File: src/design/sbmd_pkg.sv
// Shared types, constants and codes of the striped bounded message deque.
package sbmd_pkg;

  // Geometry
  localparam int SUBQUEUES  = 4;
  localparam int SUB_W      = $clog2(SUBQUEUES);
  localparam int SUB_DEPTH  = 256;
  localparam int PTR_W      = $clog2(SUB_DEPTH);
  localparam int CNT_W      = PTR_W + 1;
  localparam int MEM_DEPTH  = SUBQUEUES * SUB_DEPTH;
  localparam int MEM_AW     = SUB_W + PTR_W;
  localparam int MSG_BITS   = 32;

  // Configuration
  localparam int LIMIT_W    = 11;
  localparam int CAP_W      = LIMIT_W + 1 - SUB_W;
  localparam int CFG_IDX_W  = 1;
  localparam int CFG_DATA_W = LIMIT_W;
  localparam logic [CFG_IDX_W-1:0] REG_QUEUE_LIMIT = 1'd0;
  localparam logic [CFG_IDX_W-1:0] REG_NONBLOCKING = 1'd1;

  // Request and response field widths
  localparam int FUNC_W     = 2;
  localparam int STATUS_W   = 2;
  localparam int OUT_USER_W = STATUS_W + SUB_W;

  // Request codes
  localparam logic [FUNC_W-1:0] FUNC_PUT_BACK  = 2'd0;
  localparam logic [FUNC_W-1:0] FUNC_PUT_FRONT = 2'd1;
  localparam logic [FUNC_W-1:0] FUNC_GET       = 2'd2;

  // Status codes
  localparam logic [STATUS_W-1:0] STAT_DONE    = 2'd0;
  localparam logic [STATUS_W-1:0] STAT_EMPTY   = 2'd1;
  localparam logic [STATUS_W-1:0] STAT_REFUSED = 2'd2;
  localparam logic [STATUS_W-1:0] STAT_DROPPED = 2'd3;

  // Decoded request kind
  typedef enum logic [1:0] {
    OP_PUT_BACK  = 2'd0,
    OP_PUT_FRONT = 2'd1,
    OP_GET       = 2'd2,
    OP_NONE      = 2'd3
  } op_kind_t;

  // Request as it travels from decode to execution
  typedef struct packed {
    op_kind_t              kind;
    logic [MSG_BITS-1:0]   msg;
  } op_t;

  // Depth of the queue between front and back
  localparam int OPQ_DEPTH = 2;
  localparam int OPQ_AW    = $clog2(OPQ_DEPTH);
  localparam int OPQ_CW    = $clog2(OPQ_DEPTH + 1);

endpackage

File: src/design/sbmd_opq.sv
// Short request queue between the front end and the back end.
module sbmd_opq (
  input  logic          clk,
  input  logic          rst_n,
  input  logic          push,
  input  sbmd_pkg::op_t push_op,
  output logic          full,
  input  logic          pop,
  output logic          valid,
  output sbmd_pkg::op_t head_op
);

  sbmd_pkg::op_t                   entry_r [sbmd_pkg::OPQ_DEPTH];
  logic [sbmd_pkg::OPQ_AW-1:0]     wr_ptr_r, wr_ptr_nxt;
  logic [sbmd_pkg::OPQ_AW-1:0]     rd_ptr_r, rd_ptr_nxt;
  logic [sbmd_pkg::OPQ_CW-1:0]     count_r, count_nxt;
  logic                            do_pop;

  assign full    = (count_r == sbmd_pkg::OPQ_CW'(sbmd_pkg::OPQ_DEPTH));
  assign valid   = (count_r != '0);
  assign head_op = entry_r[rd_ptr_r];
  assign do_pop  = pop && valid;

  // Advance pointers and occupancy
  always_comb begin
    wr_ptr_nxt = wr_ptr_r;
    rd_ptr_nxt = rd_ptr_r;
    count_nxt  = count_r;
    if (push) begin
      wr_ptr_nxt = (wr_ptr_r == sbmd_pkg::OPQ_AW'(sbmd_pkg::OPQ_DEPTH - 1)) ? '0
                   : wr_ptr_r + 1'b1;
    end
    if (do_pop) begin
      rd_ptr_nxt = (rd_ptr_r == sbmd_pkg::OPQ_AW'(sbmd_pkg::OPQ_DEPTH - 1)) ? '0
                   : rd_ptr_r + 1'b1;
    end
    if (push && !do_pop) begin
      count_nxt = count_r + 1'b1;
    end else if (!push && do_pop) begin
      count_nxt = count_r - 1'b1;
    end
  end

  always_ff @(posedge clk) begin
    if (!rst_n) begin
      wr_ptr_r <= '0;
      rd_ptr_r <= '0;
      count_r  <= '0;
    end else begin
      wr_ptr_r <= wr_ptr_nxt;
      rd_ptr_r <= rd_ptr_nxt;
      count_r  <= count_nxt;
    end
  end

  // Store the incoming request
  always_ff @(posedge clk) begin
    if (push) begin
      entry_r[wr_ptr_r] <= push_op;
    end
  end

endmodule

File: config.mk
export PLATFORM = sky130hd
export DESIGN_NAME = sbmd_opq
export DESIGN_NICKNAME = d
export VERILOG_FILES = /design/src/design/sbmd_pkg.sv /design/src/design/sbmd_opq.sv
export SDC_FILE = /design/constraint.sdc
export NUM_CORES = 1
export LEC_CHECK = 0
export BUFFER_PORTS_ARGS = -buffer_cell sky130_fd_sc_hd__buf_4
export CORE_ASPECT_RATIO = 1.5
export CORE_MARGIN = 4
export CORE_UTILIZATION = 25
export CTS_BUF_LIST = sky130_fd_sc_hd__clkbuf_4 sky130_fd_sc_hd__clkbuf_8
export CTS_CLUSTER_SIZE = 14
export DETAILED_ROUTE_END_ITERATION = 6
export PLACE_DENSITY = 0.44
export REMOVE_ABC_BUFFERS = 1
export SLEW_MARGIN = 15
export SYNTH_ARGS = -nofsm -noshare
export SYNTH_HDL_FRONTEND = slang
export SYNTH_SLANG_ARGS = --single-unit
File: constraint.sdc
create_clock -name clk -period 6.27 [get_ports clk]
set_input_delay 0.9405 -clock clk [delete_from_list [all_inputs] [get_ports clk]]
set_output_delay 0.9405 -clock clk [all_outputs]
set_load 0.005 [all_outputs]
**Word-level counts from Yosys, hierarchy flattened**

Memories as Yosys holds them, arrays and structs flattened. A register that Yosys moved wholly into a read port is not among the register bits.
Index checks and enable logic that the tools add are counted.

- Add/subtract/negate cells: 4
- Multiply operators: 0
- Divide/modulo/power cells: 0
- Order comparisons: 0
- Eq/ne operators: 1
- Shifts and indexed selects: 0
- Mux-type cells: 8
- Bitwise operators: 0
- Reductions and logical operators: 7

Operator list:

| operator | number |
|---|---|
| 1-bit two-way mux | 6 |
| 2-bit two-way mux | 2 |
| 2-bit nonzero test | 2 |
| 1-bit logical AND | 3 |
| 1-bit adder (second input constant) | 2 |
| 2-bit by 1-bit adder with 2-bit output (second input constant) | 1 |
| 2-bit == test (second input constant) | 1 |
| 1-bit zero test | 2 |
| 2-bit by 1-bit subtractor with 2-bit output (second input constant) | 1 |

- Flip-flop bits (word level): 4
- Latch bits: 0
- Bits in writable memories: 68
- Bits in read-only memories: 0
- Bits of input ports: 38
- Output and inout port bits: 36
- Logic and storage cells: 24
- Memories kept: 1

Memory list:

| memory | depth | bits a word | read ports | clocked after memory_dff | wr ports | line | source |
|---|---|---|---|---|---|---|---|
| entry_r | 2 | 34 | 1 | 1 | 1 | sbmd_opq.sv:13 | `sbmd_pkg::op_t entry_r [sbmd_pkg::OPQ_DEPTH];` |

**Logic depth before layout (Yosys ltp)**

Gate-level depths: netlist of the first run.

- Depth after elaboration: 5
- Mapped depth: 5
- Gate-level depth less buffers: 5

**Least setup slack after synthesis of the first run**

Ideal clock, no wire load.

- Path kind: input to register
- Start point: in push
- End point: mem entry_r[0][0] (netlist name), enable pin
- Library setup time: 0.430 ns
- Data arrival time: 2.504 ns
- Required time: 5.840 ns
- Slack: 3.335 ns
- Stages on the path: 1
- Buffers on the path: 0
- Cells stage by stage: nor2b_1

- Word-level cells in the longest chain between the ends: 2

RTL lines:

| item | line | source |
|---|---|---|
| start, declared | sbmd_opq.sv:5 | `input logic push,` |
| 1-bit two-way mux | sbmd_opq.sv:58 | `if (push) begin` |
| 1-bit two-way mux (implied by the code) | sbmd_opq.sv:59 | `entry_r[wr_ptr_r] <= push_op;` |
| end, declared | sbmd_opq.sv:13 |  |

Every way passes these cells.

==> results of run 1 <==
[cell type report]
| class | instances | area, um^2 | share of cell area, % |
|---|---|---|---|
| Clock buffer | 10 | 131 | 3.69 |
| Clock inverter | 5 | 47.5 | 1.33 |
| Multi-Input combinational cell | 51 | 512 | 14.4 |
| Sequential cell | 73 | 2140 | 60.2 |
| Timing Repair Buffer | 73 | 548 | 15.4 |
| Tap cell | 144 | 180 | 5.06 |
[worst max-delay path, stage by stage (launching register included)]
cell	delay (ns)
dfxtp_2	0.92
mux2_2	0.43
buf_4	0.14
[Yosys cell counts, drive strengths merged]
| master | count | area share, % |
|---|---|---|
| or2 | 1 | 0.23 |
| nor2b | 3 | 0.70 |
| mux2 | 34 | 14 |
| edfxtp | 68 | 76 |
| and2 | 4 | 0.94 |
| xnor2 | 2 | 0.66 |
| buf | 4 | 0.94 |
| o21ai | 2 | 0.37 |
| xor2 | 1 | 0.33 |
| dfxtp | 5 | 3.7 |
| a21boi | 1 | 0.28 |
| or3 | 1 | 0.23 |
| o21a | 1 | 0.28 |
| ha | 1 | 0.47 |
[worst min-delay path by stage]
stage	cells past startpoint	slack [ns]	start	endpoint
after floorplan	2	0.47	count_r[1]	count_r[1]
after global placement	2	0.50	count_r[1]	count_r[1]
after detailed placement	2	0.53	count_r[1]	count_r[1]
after CTS	2	0.54	count_r[1]	count_r[1]
after global routing	2	0.58	count_r[1]	count_r[1]
final	2	0.53	count_r[1]	count_r[1]
[flip-flops by register name, indices dropped and copies added, names as in the netlist, named ones only]
name and flops:
entry_r 68, count_r 2, rd_ptr_r 1, wr_ptr_r 1
[stage by stage]
step	power [uW]	setup slack, ns	utilization, %	hold slack [ns]
final	1240	3.49	33.8	0.530
after global routing	1310	3.36	33.8	0.575
after CTS	1270	3.39	33.8	0.543
after detailed placement	917	3.77	32.1	0.533
after global placement	916	3.76	32.1	0.501
after floorplan	754	3.34	-	0.474
[kinds of logic (layout without fill, tap and decap cells)]
family | count (synthesis) | in the layout
flip-flops | 73 | 73
XOR/XNOR | 3 | 3
AO/OA/AOI/OAI | 4 | 4
buffers and inverters | 4 | 88
adder cells (fa/ha/maj) | 1 | 1
AND/OR/NAND/NOR | 9 | 9
multiplexers | 34 | 34
[cells in the final DEF (no fill, tap or decap)]
master and instances:
dfxtp_1 4, bufinv_16 1, o21ai_0 1, buf_4 73, mux2_2 34, edfxtp_1 68, dfxtp_2 1, clkbuf_8 9
nor2b_1 2, or3_1 1, clkinv_1 2, and2_1 3, ha_1 1, clkinv_2 2, xnor2_1 2, or2_2 1
o21a_1 1, nor2b_4 1, xor2_1 1, clkbuf_4 1, a21boi_1 1, and2_2 1, o21ai_1 1
[metal layers]
metal	vias up	GRT usage [%]	part of all wire [%]
met3	10	2.29	4.4
met5	-	0	0
li1	655	-	-
met4	0	6.20	2.3
met1	675	9.53	39
met2	42	15.5	54
[power by group]
| group | internal [uW] | switching, uW | leakage, uW |
|---|---|---|---|
| clock | 182 | 162 | 0.0000944 |
| combinational | 184 | 85.1 | 0.000530 |
| sequential | 571 | 52.5 | 0.000680 |
==> impl_metrics.csv, run 1 <==
group,metric,value,unit
outcome,status,"finished clean",
die,design.die.area,0.0124,mm^2
routing,drc_errors,0,
yosys,synth_top_family_by_area,"multiplexers",
global_routing,grt_overflow,0,
routing,wl_per_cell,15.1,um
placement,dp.cells,341,
die,die_y,135,um
routing,route.antenna.remaining_nets,0,
setup_path,r2r-end,"entry_r[0][3]",
yosys,yosys_warnings,0,
yosys,syn_inst,128,
clock_tree,cts_tree,"done",
global_routing,antenna_found_initial,0,
die,die_w,92.4,um
placement,place_area,0.00338,mm^2
yosys,muxShareOfSynthArea,14.3,%
timing,finalCriticalPeriod,2.78,ns
clock_tree,clock_latency,0.34,ns
die,core,0.0105,mm^2
timing,tightest_slew,1.09,ns
setup_path,end_kind,"output pin",
global_routing,grt_max_degree,36,
clock_tree,clkTransAtPathRegs,0.07,ns
timing,clock_skew,0.00354,ns
global_routing,grt_pass1_wl,8160,um
placement,hpwl,3360,um
die,placementRows,46,
hold_path,hold_path.class,"flop to flop",
run,max-cap-violations,0,
setup_path,crit_end,"head_op[21]",
clock_tree,clock_sinks,73,
setup_path,reg2reg_slack,4.69,ns
routing,via_count,1382,
setup_path,cp.arrival,1.84,ns
timing,slew-limit-headroom,27.1,%
yosys,syn_avg_cell_area,20.9,um^2
yosys,ys_seq_area_share,80.2,%
clock_tree,post-cts-setup-buffer-count,0,
routing,finalWirelength,5380,um
clock_tree,cts_inserted_buffers,9,
routing,viasPerCell,3.88,
setup_path,cp-start-kind,"flop",
routing,drt_iter0_drc,33,
global_routing,grtUsageTotal,8.99,%
timing,rsz0062_at_grt,"no",
finish,stdcell_count,356,
yosys,synth-xor-area-share,0.984,%
setup_path,r2r_start,"wr_ptr_r",
yosys,yosys.area_share.simple,2.11,%
setup_path,worst-setup-path-type,"flop to output pin",
clock_tree,cts_max_path_buffers,2,
finish,fin_nets,247,
yosys,synth_area,0.00267,mm^2
timing,setup_viol,0,
finish,area_growth,33.4,%
pwr,p_per_area,347,mW/mm^2
pwr,peakVddDrop,0.167,mV
yosys,synthAdderAreaFrac,0.469,%
finish,drive_gt1_share,58.5,%
timing,tns,0,ns
timing,finalMaxSlewViolations,0,
clock_tree,postCtsResizedCells,0,
timing,fin_crit_sh,44.3,%
setup_path,cp_max_fo,34,
die,start_util,25.4,%
global_routing,grt_pass1_vias,1565,
die,num_io_pins,74,
clock_tree,postCtsHoldBufs,0,
routing,dr.pass1.iters,4,
finish,num-fill-cells,1054,
finish,design_area,0.00356,mm^2
placement,routabilityCongestion,0.631,
finish,antennaDiodeCount,0,
clock_tree,clockRootBuffer,"clkbuf_8",
timing,max_freq,360,MHz
setup_path,rr_worst_depth,1,
yosys,yosysUniqueCellTypes,16,
timing,hold_viol,0,
placement,port_buffers,73,
yosys,synth_compound_area_share,0.937,%
setup_path,required,5.33,ns
yosys,yosys_register_bits,73,
pwr,p_leak,0.00130,uW
clock_tree,htreeDepth,3,
(Power assumes the default switching activity.)
==> run 2, diff against run 1 <==
--- a/config.mk
+++ b/config.mk
@@ -5,6 +5,7 @@
 export SDC_FILE = /design/constraint.sdc
 export NUM_CORES = 1
 export LEC_CHECK = 0
+export ABC_AREA = 1
 export BUFFER_PORTS_ARGS = -buffer_cell sky130_fd_sc_hd__buf_4
 export CORE_ASPECT_RATIO = 1.5
 export CORE_MARGIN = 4
==> constraint.sdc (replaced) <==
create_clock -name clk -period 2.6 [get_ports clk]
set_input_delay 0.39 -clock clk [delete_from_list [all_inputs] [get_ports clk]]
set_output_delay 0.39 -clock clk [all_outputs]
set_load 0.005 [all_outputs]
==> run 2 against run 1 <==
  * Hold slack worse by 0.31 ns
  * Critical path depth up 1
  * Synthesized cell count up 11%
  * Combinational power up 61%
  * Cell area up 5.7%
  * First-iteration DRC count up 79%
  * Die area up 6.0%
  * Routed wire length down 1.0%
  * Register-to-register slack worse by 3.5 ns
  * Final cell count up 5.9%
  * Flip-flop and latch count unchanged
  * Critical endpoint is now head_op[19]
  * Largest power group unchanged
  * Highest routed layer unchanged
==> impl_metrics.csv, run 2 <==
group,metric,value,unit
run,max-cap-violations,0,
pwr,p_switching,587,uW
yosys,syn_inst,142,
die,die_w,95.1,um
die,num_io_pins,74,
routing,route.antenna.remaining_nets,0,
timing,rsz0062_at_grt,"no",
timing,tns,0,ns
global_routing,grt_overflow,0,
finish,design_area,0.00376,mm^2
setup_path,end_kind,"output pin",
clock_tree,clock_sinks,73,
pwr,clkPwrFrac,32.0,%
routing,finalWirelength,5330,um
routing,drt_iter0_drc,59,
finish,largestRegisters,"entry_r x68, count_r x2",
timing,finalCriticalPeriod,2.06,ns
yosys,yosys.area.top_type_share,71.8,%
clock_tree,post-cts-setup-buffer-count,0,
yosys,yosysUniqueCellTypes,15,
pwr,peakVddDrop,0.304,mV
finish,area_growth,32.3,%
setup_path,cp_max_fo,26,
placement,routabilityCongestion,0.672,
finish,regMostFlops,"entry_r",
finish,fin_nets,264,
routing,dr.pass1.iters,3,
routing,drc_errors,0,
yosys,async_flop_share,0,%
clock_tree,cts_inserted_buffers,9,
pwr,switching_share,21.9,%
global_routing,grt_max_degree,27,
clock_tree,postCtsResizedCells,0,
yosys,synth_area_leader_cell,"edfxtp_1",
pwr,p_leak,0.00149,uW
timing,finalMaxSlewViolations,0,
setup_path,cp-start-kind,"flop",
routing,wl_per_cell,14.1,um
global_routing,antenna_found_initial,0,
routing,via_count,1451,
pwr,p_per_area,712,mW/mm^2
outcome,status,"finished clean",
yosys,synth_edf_count,68,
clock_tree,cts_max_path_buffers,2,
finish,largest_reg_flops,68,
timing,hold_viol,0,
clock_tree,clock_latency,0.35,ns
die,placementRows,47,
finish,antennaDiodeCount,0,
timing,fin_crit_sh,79.1,%
die,design.die.area,0.0132,mm^2
timing,slew-limit-headroom,66.0,%
yosys,synth_ff_type,"edfxtp_1",
pwr,seqPwrFrac,51.9,%
placement,place_area,0.00357,mm^2
setup_path,cp.arrival,1.67,ns
pwr,intPower,2090,uW
setup_path,required,2.21,ns
clock_tree,postCtsHoldBufs,0,
finish,drive_gt1_share,55.2,%
yosys,syn_avg_cell_area,20.0,um^2
clock_tree,clkTransAtPathRegs,0.07,ns
placement,port_buffers,73,
die,core,0.0111,mm^2
finish,final_cell_mix,"buf_4 (73), edfxtp_1 (68), mux2_4 (30), nand2_1 (9), clkbuf_8 (9)",
yosys,ys_seq_area_share,75.3,%
hold_path,hold_path_startpoint,"push_op[14]",
pwr,combPwrFrac,16.1,%
timing,clock_skew,0.00926,ns
yosys,yosys-top-cells-count,"edfxtp_1 (68), mux2_4 (30), nand2_1 (9)",
clock_tree,clockRootBuffer,"clkbuf_8",
global_routing,grtUsageTotal,8.79,%
timing,post-route-worst-setup-slack,0.543,ns
yosys,synthTopCellsByArea,"edfxtp_1 (72%), mux2_4 (16%), dfxtp_1 (3.5%)",
yosys,yosys_warnings,0,
setup_path,r2r_start,"wr_ptr_r",
global_routing,grt_pass1_vias,1580,
clock_tree,cts_tree,"done",
die,die_y,139,um
yosys,synth_area,0.00284,mm^2
timing,max_freq,486,MHz
yosys,yosys_register_bits,73,
global_routing,grt_pass1_wl,8260,um
hold_path,hold_path.class,"input port to flop",
yosys,yosysMostFrequentCell,"edfxtp_1",
finish,final_common_cell,"buf_4",
setup_path,worst-setup-path-type,"flop to output pin",
clock_tree,htreeDepth,3,
die,start_util,25.6,%
timing,setup_viol,0,
finish,final_util,33.9,%
placement,post-place-ws,0.877,ns
timing,tightest_slew,0.510,ns
placement,hpwl,3620,um
routing,viasPerCell,3.85,
## run 2: layer usage
| metal | up-vias | GRT usage, % | routed length (um) |
|---|---|---|---|
| met4 | 0 | 6.39 | 176 |
| met5 | - | 0 | 0 |
| met2 | 44 | 14.6 | 2910 |
| met3 | 11 | 3.37 | 355 |
| li1 | 697 | - | - |
| met1 | 699 | 8.64 | 1890 |
## run 2: cells by family (layout without fill, tap and decap cells)
| group | after synthesis | after routing | synth area share, % |
|---|---|---|---|
| muxes | 34 | 34 | 17.4 |
| AOI/OAI and AO/OA | 3 | 3 | 0.616 |
| adders and majority gates | 1 | 1 | 0.440 |
| DFF | 73 | 73 | 75.3 |
| buffers and inverters | 12 | 100 | 3.56 |
| and+or+nand+nor | 19 | 19 | 2.64 |
## run 2: worst max-delay path: stages, from the launching register on
cell     delay, ns
dfxtp_2       0.53
buf_12        0.28
mux2_2        0.37
buf_4         0.14
## run 2: layout make-up
class                      count  area [um^2]
inverter                       8         30.0
multi-input combinational     57          608
clock inverter                 4         43.8
sequential                    73         2140
clock buffer                  12          146
timing repair buffer          76          608
fill                        1087         7350
tap                          147          184
## run 2: power groups by stage
stage / Clock, uW / Combinational [uW] / Sequential [uW]
floorplan: 0 / 205 / 1430
global placement: 0 / 446 / 1420
detailed placement: 0 / 449 / 1420
CTS: 894 / 450 / 1390
global route: 955 / 476 / 1400
finish: 857 / 433 / 1390
## run 2: final timing paths
check / end / slack, ns / cells after the start
worst max-delay path: head_op[19] / 0.54 / 3
worst min-delay path: entry_r[1][14] / 0.22 / 1
worst max register to register: entry_r[1][3] / 1.17 / 3
worst min register to register: rd_ptr_r / 0.51 / 2
## run 2: stage by stage
step | power, uW | std cells | hold WS (ns)
2_1_floorplan | 1640 | 138 | 0.467
3_3_place_gp | 1860 | 361 | 0.488
3_5_place_dp | 1870 | 361 | 0.493
4_1_cts | 2740 | 377 | 0.196
5_1_grt | 2830 | 377 | 0.188
6_report | 2680 | 377 | 0.222
